$ cat src/hdl/mtcc_pkg.sv
// Shared types, constants and calendar functions for the minute-tick calendar clock.
package mtcc_pkg;

    // Item operation codes.
    typedef enum logic [0:0] {
        OP_TICK = 1'b0,
        OP_LOAD = 1'b1
    } op_t;

    localparam logic [10:0] LastMinuteOfDay = 11'd1439;
    localparam logic [5:0]  MinutesPerHour  = 6'd60;
    localparam logic [4:0]  MonthsPerYear   = 5'd12;

    // Month numbers that need special lengths.
    localparam logic [3:0] MonthFeb = 4'd2;
    localparam logic [3:0] MonthApr = 4'd4;
    localparam logic [3:0] MonthJun = 4'd6;
    localparam logic [3:0] MonthSep = 4'd9;
    localparam logic [3:0] MonthNov = 4'd11;

    localparam logic [4:0] DaysLeapFeb  = 5'd29;
    localparam logic [4:0] DaysFeb      = 5'd28;
    localparam logic [4:0] DaysShort    = 5'd30;
    localparam logic [4:0] DaysLong     = 5'd31;

    // Reciprocal of 60 scaled by 2^17, exact for every 11-bit minute count.
    localparam logic [11:0] Recip60     = 12'd2185;
    localparam int          Recip60Shift = 17;

    // Multiplicative inverse of 25 modulo 2^16, and the largest 16-bit multiple of 25 over 25.
    localparam logic [15:0] Inv25       = 16'd23593;
    localparam logic [15:0] Max25Quot   = 16'd2621;

    // One input beat.
    typedef struct packed {
        op_t         operation;
        logic [10:0] set_minute_of_day;
        logic [4:0]  set_day;
        logic [3:0]  set_month;
        logic [15:0] set_year;
        logic [31:0] set_elapsed_days;
    } item_t;

    // One result beat.
    typedef struct packed {
        logic [15:0] year;
        logic [3:0]  month;
        logic [4:0]  day;
        logic [4:0]  hour;
        logic [5:0]  minute;
        logic        day_changed;
        logic [31:0] elapsed_days;
    } result_t;

    // Date part of the clock state.
    typedef struct packed {
        logic [15:0] year;
        logic [3:0]  month;
        logic [4:0]  day;
        logic [31:0] elapsed;
    } date_t;

    // Gregorian leap rule. Divisibility by 25 is tested by multiplying with the
    // modular inverse: the product stays small exactly for multiples of 25.
    function automatic logic is_leap(input logic [15:0] year);
        logic [15:0] prod;
        logic        div4;
        logic        div16;
        logic        div25;
        prod  = year * Inv25;
        div4  = (year[1:0] == 2'd0);
        div16 = (year[3:0] == 4'd0);
        div25 = (prod <= Max25Quot);
        return (div4 && !div25) || (div16 && div25);
    endfunction

    // Length of a month; months outside 1 to 12 count as long months.
    function automatic logic [4:0] days_in_month(input logic [15:0] year,
                                                 input logic [3:0]  month);
        logic [4:0] len;
        case (month)
            MonthFeb: len = is_leap(year) ? DaysLeapFeb : DaysFeb;
            MonthApr,
            MonthJun,
            MonthSep,
            MonthNov: len = DaysShort;
            default:  len = DaysLong;
        endcase
        return len;
    endfunction

endpackage

$ cat src/hdl/mtcc_if.sv
// Valid/ready channel interfaces for input and result beats.
interface mtcc_item_if;
    import mtcc_pkg::*;

    logic  valid;
    logic  ready;
    item_t payload;

    modport source (output valid, output payload, input ready);
    modport sink   (input valid, input payload, output ready);
endinterface

interface mtcc_result_if;
    import mtcc_pkg::*;

    logic    valid;
    logic    ready;
    result_t payload;

    modport source (output valid, output payload, input ready);
    modport sink   (input valid, input payload, output ready);
endinterface

$ cat src/hdl/mtcc_date_step.sv
// Next-day logic: advances day, month, year and the elapsed-day count.
module mtcc_date_step (
    input  mtcc_pkg::date_t cur,
    output mtcc_pkg::date_t nxt
);
    import mtcc_pkg::*;

    logic [4:0] month_len;
    logic [5:0] day_inc;
    logic [4:0] month_inc;

    assign month_len = days_in_month(cur.year, cur.month);
    assign day_inc   = {1'b0, cur.day} + 6'd1;
    assign month_inc = {1'b0, cur.month} + 5'd1;

    // Roll the day into the next month, and the month into the next year.
    always_comb
    begin
        nxt.elapsed = cur.elapsed + 32'd1;
        nxt.year    = cur.year;
        nxt.month   = cur.month;
        nxt.day     = day_inc[4:0];
        if (day_inc > {1'b0, month_len})
        begin
            nxt.day = 5'd1;
            if (month_inc > MonthsPerYear)
            begin
                nxt.month = 4'd1;
                nxt.year  = cur.year + 16'd1;
            end
            else
            begin
                nxt.month = month_inc[3:0];
            end
        end
    end
endmodule

$ cat src/hdl/mtcc_time_split.sv
// Splits a minute-of-day count into hour and minute.
module mtcc_time_split (
    input  logic [10:0] minute_of_day,
    output logic [4:0]  hour,
    output logic [5:0]  minute
);
    import mtcc_pkg::*;

    logic [22:0] prod;
    logic [5:0]  quot;
    logic [10:0] whole;
    logic [10:0] rem;

    // Divide by 60 through the scaled reciprocal, then take the remainder.
    assign prod   = 23'(minute_of_day) * 23'(Recip60);
    assign quot   = prod[Recip60Shift +: 6];
    assign whole  = 11'(quot) * 11'(MinutesPerHour);
    assign rem    = minute_of_day - whole;
    assign hour   = quot[4:0];
    assign minute = rem[5:0];
endmodule

$ cat src/hdl/minute_tick_calendar_clock.sv
// Minute-tick Gregorian calendar clock, top level.
// Output: a result beat appears in the cycle after its input is accepted.
// Throughput: one beat per cycle; the result register frees the input side
// whenever the result is taken in the same cycle or the register is empty.
// Reset: asynchronous, active low; the clock restarts at 00:00 on day 1,
// month 1, year 1 with zero elapsed days, and no result is pending.
module minute_tick_calendar_clock (
    input  logic                 clk,
    input  logic                 rst_n,
    mtcc_item_if.sink            item,
    mtcc_result_if.source        result
);
    import mtcc_pkg::*;

    logic [10:0] mod_reg;
    logic [10:0] mod_next;
    date_t       date_reg;
    date_t       date_next;
    date_t       date_rolled;
    logic        changed_next;
    logic [4:0]  hour_next;
    logic [5:0]  minute_next;
    logic        res_valid_reg;
    result_t     res_reg;
    logic        accept;

    assign item.ready = !res_valid_reg || result.ready;
    assign accept     = item.valid && item.ready;

    mtcc_date_step u_date_step (
        .cur (date_reg),
        .nxt (date_rolled)
    );

    // Next clock state for the beat at the input.
    always_comb
    begin
        mod_next     = mod_reg + 11'd1;
        date_next    = date_reg;
        changed_next = 1'b0;
        case (item.payload.operation)
            OP_LOAD:
            begin
                mod_next          = item.payload.set_minute_of_day;
                date_next.day     = item.payload.set_day;
                date_next.month   = item.payload.set_month;
                date_next.year    = item.payload.set_year;
                date_next.elapsed = item.payload.set_elapsed_days;
            end
            OP_TICK:
            begin
                if (mod_reg >= LastMinuteOfDay)
                begin
                    mod_next     = 11'd0;
                    date_next    = date_rolled;
                    changed_next = 1'b1;
                end
            end
            default:
            begin
                mod_next = mod_reg;
            end
        endcase
    end

    mtcc_time_split u_time_split (
        .minute_of_day (mod_next),
        .hour          (hour_next),
        .minute        (minute_next)
    );

    // Clock state.
    always_ff @(posedge clk or negedge rst_n)
    begin
        if (!rst_n)
        begin
            mod_reg          <= 11'd0;
            date_reg.year    <= 16'd1;
            date_reg.month   <= 4'd1;
            date_reg.day     <= 5'd1;
            date_reg.elapsed <= 32'd0;
        end
        else if (accept)
        begin
            mod_reg  <= mod_next;
            date_reg <= date_next;
        end
    end

    // Result valid flag.
    always_ff @(posedge clk or negedge rst_n)
    begin
        if (!rst_n)
        begin
            res_valid_reg <= 1'b0;
        end
        else if (accept)
        begin
            res_valid_reg <= 1'b1;
        end
        else if (result.ready)
        begin
            res_valid_reg <= 1'b0;
        end
    end

    // Result payload.
    always_ff @(posedge clk)
    begin
        if (accept)
        begin
            res_reg.year         <= date_next.year;
            res_reg.month        <= date_next.month;
            res_reg.day          <= date_next.day;
            res_reg.hour         <= hour_next;
            res_reg.minute       <= minute_next;
            res_reg.day_changed  <= changed_next;
            res_reg.elapsed_days <= date_next.elapsed;
        end
    end

    assign result.valid   = res_valid_reg;
    assign result.payload = res_reg;

`ifndef SYNTHESIS
    // A tick before the last minute leaves the date alone.
    a_tick_keeps_date: assert property (@(posedge clk) disable iff (!rst_n)
        (accept && item.payload.operation == OP_TICK && mod_reg < LastMinuteOfDay)
        |=> ($stable(date_reg) && !res_reg.day_changed))
        else $error("tick within the day changed the date");

    // A day rollover counts exactly one elapsed day.
    a_rollover_counts: assert property (@(posedge clk) disable iff (!rst_n)
        (accept && item.payload.operation == OP_TICK && mod_reg >= LastMinuteOfDay)
        |=> (date_reg.elapsed == $past(date_reg.elapsed) + 32'd1 && res_reg.day_changed))
        else $error("day rollover did not advance the elapsed count by one");

    // A new day starts at midnight.
    a_midnight: assert property (@(posedge clk) disable iff (!rst_n)
        (result.valid && result.payload.day_changed)
        |-> (result.payload.hour == 5'd0 && result.payload.minute == 6'd0))
        else $error("day change reported away from midnight");

    // A load stores the given minute of day.
    a_load_minute: assert property (@(posedge clk) disable iff (!rst_n)
        (accept && item.payload.operation == OP_LOAD)
        |=> (mod_reg == $past(item.payload.set_minute_of_day)))
        else $error("load did not store the minute of day");
`endif
endmodule
$ cat src/flat_wrapper.sv
// flat-port wrapper written by rule: the top's interface ports become plain ports
module minute_tick_calendar_clock_flat import mtcc_pkg::*;
  (clk, rst_n, item_valid, item_payload, item_ready, result_valid, result_payload, result_ready);
  mtcc_item_if item_i ();
  mtcc_result_if result_i ();
  input  logic clk;
  input  logic rst_n;
  input wire logic [$bits(item_i.valid)-1:0] item_valid;
  input wire logic [$bits(item_i.payload)-1:0] item_payload;
  output wire logic [$bits(item_i.ready)-1:0] item_ready;
  output wire logic [$bits(result_i.valid)-1:0] result_valid;
  output wire logic [$bits(result_i.payload)-1:0] result_payload;
  input wire logic [$bits(result_i.ready)-1:0] result_ready;
  assign item_i.valid = item_valid;
  assign item_i.payload = item_payload;
  assign item_ready = item_i.ready;
  assign result_valid = result_i.valid;
  assign result_payload = result_i.payload;
  assign result_i.ready = result_ready;
  minute_tick_calendar_clock u_core (.clk(clk), .rst_n(rst_n), .item(item_i), .result(result_i));
endmodule
$ cat config.mk
export PLATFORM = sky130hd
export DESIGN_NAME = minute_tick_calendar_clock_flat
export DESIGN_NICKNAME = d
export VERILOG_FILES = /design/src/hdl/mtcc_pkg.sv /design/src/hdl/mtcc_if.sv /design/src/hdl/mtcc_date_step.sv /design/src/hdl/mtcc_time_split.sv /design/src/hdl/minute_tick_calendar_clock.sv /design/src/flat_wrapper.sv
export SDC_FILE = /design/constraint.sdc
export NUM_CORES = 1
export LEC_CHECK = 0
export ABC_AREA = 1
export BUFFER_PORTS_ARGS = -buffer_cell sky130_fd_sc_hd__buf_2
export CAP_MARGIN = 40
export CORE_MARGIN = 2
export CORE_UTILIZATION = 45
export CTS_CLUSTER_SIZE = 16
export DETAILED_ROUTE_END_ITERATION = 7
export PLACE_DENSITY = 0.77
export SETUP_SLACK_MARGIN = 0.02
export SYNTH_ARGS = -nofsm -noshare
export SYNTH_HDL_FRONTEND = slang
export SYNTH_SLANG_ARGS = --single-unit
$ cat constraint.sdc
create_clock -name clk -period 7.2 [get_ports clk]
set_input_delay 0.72 -clock clk [delete_from_list [all_inputs] [get_ports clk]]
set_output_delay 0.72 -clock clk [all_outputs]
set_load 0.02 [all_outputs]
==> results.yml, run 1 <==
run_status:
  status: "completed"
job:
  maxCapViolations: 0
setup_path:
  reg2reg_slack_ns: 0.52
  crit_buf_inv: 6
  crit_required_ns: 7.38
  endpoint_kind: "flip-flop"
  critPathTopFamily: "adder cells"
  cp_max_fo: 20
  crit_slowest_cell: "fa_1"
  worst-r2r-cell-count: 32
  critPathKind: "flip-flop to flip-flop"
  arrival_ns: 6.85
  worstReg2RegStart: "u_core.date_reg[43]"
  rr_endpoint: "u_core.result.payload[55]"
  cp-start-kind: "flip-flop"
  critPathMaxStageDelay_ns: 0.55
routing:
  vias: 9172
  wl_mm: 27.4
  wl_per_cell_um: 15.5
  ant_nets: 0
  drc: 0
  firstDrtPassIters: 5
  drt_iter0_drc: 751
  viasPerCell: 5.21
synthesis:
  synthFlopType: "edfxtp_1"
  yosys_register_bits: 138
  synth.net_count: 1507
  yosysUniqueCellTypes: 52
  yosysWarningCount: 0
  synth_edf_count: 69
  syn_avg_cell_area_sq_um: 8.35
  synth_async_sr_flop_share_pct: 50.0
  synth_area_sq_mm: 0.0107
  ys_seq_area_share_pct: 35.4
  netlist_instances: 1285
placed_design:
  dpl.hpwl_mm: 21.0
  gp_congestion: 0.907
  io_buffers: 143
  placed_cells: 1724
  dpl_cell_area_sq_mm: 0.0118
  pre_cts_slack_ns: 0.407
timing:
  holdWs_ns: 0.244
  fin_skew_ns: 0.0130
  fin_crit_ns: 6.68
  slew_headroom_pct: 55.1
  period_share_pct: 92.7
  tightest_slew_ns: 0.666
  slew_violations: 0
  finalSetupTns_ns: 0
  setup-violations-final: 0
  finalWorstSetupSlack_ns: 0.522
  rsz0062_at_grt: "false"
  hold_viol: 0
  max_freq_mhz: 150
die:
  dieArea_sq_mm: 0.0251
  die_h_um: 158
  core-area_sq_mm: 0.0235
  start_util_pct: 45.7
  boundaryPins: 144
  rows: 56
  die_w_um: 158
power_and_ir_drop:
  power.density_mw_per_mm2: 350
  p_leak_nw: 6.01
  p_total_mw: 4.35
  ir_drop_mv: 0.256
min_path:
  hold_class: "input pin to async pin"
cells_and_area:
  post-route-cell-area_sq_mm: 0.0124
  largest_register_ffs: 69
  drive_gt1_share_pct: 15.8
  diodes: 0
  fin_nets: 1650
  final_cells: 1760
  syn_to_final_growth_pct: 15.9
  finalCoreUtilization_pct: 53.0
global_routing:
  grt_pass1_wl_mm: 44.1
  antenna_found_initial: 1
  gr-usage-all-layers_pct: 22.5
  grt_max_degree: 99
  grt_pass1_vias: 8781
  grt.overflow.total: 0
cts:
  cts_sinks: 138
  htreeDepth: 4
  cts_tree: "yes"
  cts_max_path_buffers: 2
  cts_root_buffer: "clkbuf_16"
  numCtsBuffers: 17
  cts_hold_buf: 0
  clk_latency_ns: 0.43
  clk_pin_slew_ns: 0.07
[cell type report]
class	instances	area [sq um]
clock buffer	20	447
clock inverter	12	140
fill	2161	11000
inverter	176	671
multi-input combinational	934	6090
sequential	138	3800
tap	319	399
timing repair buffer	161	891
[worst register-to-register path: cells and delay by family, from the launching register on]
family                   cells  cell delay, ns
flip-flops                   1            0.52
AO/OA/AOI/OAI                4            0.68
adder cells (fa/ha/maj)      8            3.08
AND/OR/NAND/NOR             13            1.50
buffers and inverters        6            0.47
XOR/XNOR                     1            0.19
[synthesized netlist by cell type, types with 3 or more instances]
master,n,area [sq um]
nand2_2,6,37.5
ha_1,121,1510
or2_2,4,25.0
nand3_1,45,225
o21ai_1,13,65.1
nor2_1,68,255
nand4_1,20,125
clkbuf_1,16,60.1
xnor2_1,17,149
a31oi_1,18,113
o31ai_1,4,30.0
inv_1,169,634
nor4_1,3,18.8
o22ai_1,3,18.8
nand2_1,327,1230
dfstp_2,3,78.8
inv_2,6,22.5
xor2_1,58,508
o21a_1,9,67.6
edfxtp_1,69,2070
o21ai_0,90,450
nor2_4,3,33.8
fa_1,28,561
o211ai_1,21,158
a21oi_1,22,110
buf_2,7,35.0
nor3_1,26,130
buf_1,10,37.5
dfrtp_1,66,1650
a221oi_1,3,26.3
[layout by cell type (no fill, tap or decap), drive strengths merged, types with 3 or more instances in the layout]
cell type | synthesis | layout
nor4 | 4 | 4
clkbuf | 16 | 20
xnor2 | 17 | 17
inv | 175 | 177
edfxtp | 69 | 69
nand4 | 21 | 21
o31ai | 4 | 4
clkinv | 1 | 6
a31oi | 18 | 18
dfrtp | 66 | 66
clkinvlp | 0 | 3
o21a | 9 | 9
nand3 | 46 | 46
or2 | 4 | 4
nand2 | 335 | 335
buf | 21 | 161
a21oi | 22 | 22
fa | 28 | 28
o22ai | 3 | 3
a221oi | 3 | 3
ha | 121 | 121
o211ai | 21 | 21
nor2 | 73 | 73
o21ai | 105 | 105
xor2 | 58 | 58
dfstp | 3 | 3
nor3 | 28 | 28
[power by group]
group	internal [mW]	switching, mW	total (mW)
Sequential	0.993	0.118	1.11
Clock	0.524	0.365	0.889
Combinational	0.953	1.40	2.35
Total	2.47	1.88	4.35
[layer usage]
metal	vias up	GRT usage, %	share of wire (%)
li1	4545	-	-
met1	4261	31.4	45
met2	324	35.2	46
met3	40	4.06	6.9
met4	2	7.94	2.0
met5	-	0	0.048
[how the worst max path moves through the flow]
| stage | from | endpoint | slack, ns | depth (start not counted) |
|---|---|---|---|---|
| after floorplan | u_core.mod_reg[0] | u_core.result.payload[38] | 0.57 | 36 |
| after global placement | u_core.date_reg[43] | u_core.result.payload[55] | 0.60 | 32 |
| after detailed placement | u_core.date_reg[43] | u_core.result.payload[55] | 0.41 | 32 |
| after CTS | u_core.date_reg[43] | u_core.result.payload[55] | 0.42 | 32 |
| after global routing | u_core.mod_reg[0] | u_core.result.payload[38] | 0.04 | 33 |
| final | u_core.date_reg[43] | u_core.result.payload[55] | 0.52 | 32 |
[logic make-up after synthesis]
logic type	Yosys count	synth area share (%)
and+or+nand+nor	517	20.7
buffers and inverters	213	7.87
AOI/OAI and AO/OA	191	10.3
adders and majority gates	149	19.3
DFF	138	35.4
xor gates and xnor gates	75	6.12
muxes	2	0.187
[what timing repair did]
item | CTS | global route
hold endpoints to repair | 0 | 0
gates resized for setup | 0 | 2
endpoints found under the setup margin | 0 | 2
buffers inserted | 0 | 4
Note: power is estimated with default switching activity, not from simulation.
==> inputs of run 2 (changes only) <==
--- a/config.mk
+++ b/config.mk
@@ -8,7 +8,6 @@
 export ABC_AREA = 1
 export BUFFER_PORTS_ARGS = -buffer_cell sky130_fd_sc_hd__buf_2
 export CAP_MARGIN = 40
-export CORE_MARGIN = 2
 export CORE_UTILIZATION = 45
 export CTS_CLUSTER_SIZE = 16
 export DETAILED_ROUTE_END_ITERATION = 7
==> results.yml, run 2 (synthesis gave the netlist of run 1 again) <==
setup_path:
  critPathMaxStageDelay_ns: 0.50
  cp_max_fo: 8
  endpoint_kind: "flip-flop"
  crit_required_ns: 7.39
  arrival_ns: 6.94
  critPathKind: "flip-flop to flip-flop"
  crit_top_cell: "ha_1"
  crit_slowest_cell: "fa_1"
  critPathTopFamily: "adder cells"
  cp-start-kind: "flip-flop"
  crit_buf_inv: 6
min_path:
  hold_class: "input pin to async pin"
power_and_ir_drop:
  p_total_mw: 4.35
  p_leak_nw: 5.95
  power.density_mw_per_mm2: 352
  ir_drop_mv: 0.276
cts:
  cts_tree: "yes"
  cts_root_buffer: "clkbuf_16"
  htreeDepth: 4
  cts_hold_buf: 0
  cts_max_path_buffers: 2
  clk_pin_slew_ns: 0.07
  cts_sinks: 138
  numCtsBuffers: 17
  clk_latency_ns: 0.44
routing:
  vias: 9293
  drt_iter0_drc: 642
  ant_nets: 0
  wl_mm: 28.1
  wl_per_cell_um: 16.0
  drc: 0
  viasPerCell: 5.29
  firstDrtPassIters: 6
timing:
  hold_viol: 0
  fin_skew_ns: 0.0156
  finalSetupTns_ns: 0
  tightest_slew_ns: 0.938
  slew_headroom_pct: 37.4
  period_share_pct: 93.7
  slew_violations: 0
  setup-violations-final: 0
  fin_crit_ns: 6.75
  rsz0062_at_grt: "true"
  max_freq_mhz: 148
cells_and_area:
  largest_register_ffs: 69
  final_cell_mix: "nand2_1, inv_1, buf_2"
  final_cells: 1756
  syn_to_final_growth_pct: 15.1
  diodes: 0
  drive_gt1_share_pct: 15.5
  fin_nets: 1646
  final_common_cell: "nand2_1"
placed_design:
  dpl.hpwl_mm: 21.0
  placed_cells: 1722
  io_buffers: 143
  gp_congestion: 0.933
global_routing:
  grt_max_degree: 117
  antenna_found_initial: 0
  grt.overflow.total: 0
  gr-usage-all-layers_pct: 23.9
  grt_pass1_vias: 8983
  grt_pass1_wl_mm: 45.4
run_status:
  status: "completed"
die:
  core-area_sq_mm: 0.0234
  dieArea_sq_mm: 0.0245
  rows: 56
  boundaryPins: 144
  die_h_um: 156
  die_w_um: 156
  start_util_pct: 45.8
job:
  maxCapViolations: 0
## run 2: changes by cell type in the layout (fill, tap and decap cells not counted), sizes merged
cell / before / now
bufinv: 2 / 1
clkinv: 6 / 5
clkbuf: 20 / 18
clkinvlp: 3 / 7
buf: 161 / 157
## run 2: cell type report
cell class | instances | area (sq um)
Clock buffer | 18 | 429
Clock inverter | 14 | 124
Fill cell | 2253 | 11100
Inverter | 176 | 671
Multi-Input combinational cell | 934 | 6090
Sequential cell | 138 | 3800
Tap cell | 319 | 399
Timing Repair Buffer | 157 | 833
## run 2: path summary, 6_finish.rpt
check / cells past startpoint / endpoint / startpoint / slack [ns]
setup / recovery: 34 / u_core.result.payload[38] / u_core.mod_reg[0] / 0.45
hold / removal: 2 / u_core.mod_reg[8] / rst_n / 0.34
setup reg to reg: 34 / u_core.result.payload[38] / u_core.mod_reg[0] / 0.45
hold reg to reg: 2 / u_core.date_reg[54] / u_core.date_reg[54] / 0.49
max in group asynchronous: 3 / u_core.date_reg[50] / rst_n / 6.26
min in group clk: 2 / u_core.date_reg[54] / u_core.date_reg[54] / 0.49
## run 2: repair_timing
item	4_1_cts	5_1_grt
endpoints found under the setup margin	0	7
setup buffers	0	2
resized for setup	0	4
## run 2: metrics by stage
step / hold slack [ns] / util (%) / area (sq um) / setup slack [ns]
after floorplan: 0.424 / - / 10700 / 0.574
after global routing: 0.366 / 52.8 / 12300 / -0.0640
final: 0.342 / 52.8 / 12300 / 0.450
after global placement: 0.468 / 50.2 / 11700 / 0.528
after detailed placement: 0.472 / 50.3 / 11800 / 0.325
after CTS: 0.353 / 52.7 / 12300 / 0.370
## run 2: report_power, final
part / switching, mW / internal (mW) / total (mW)
Combinational: 1.43 / 0.950 / 2.38
Sequential: 0.123 / 0.994 / 1.12
Clock: 0.377 / 0.476 / 0.853
Total: 1.93 / 2.42 / 4.35
## run 2: metal layers
metal	share of wire [%]	global-route usage, %	vias up
li1	-	-	4532
met1	45	32.6	4403
met2	47	38.5	316
met3	6.3	3.88	42
met4	2.0	7.80	0
met5	0	0	-
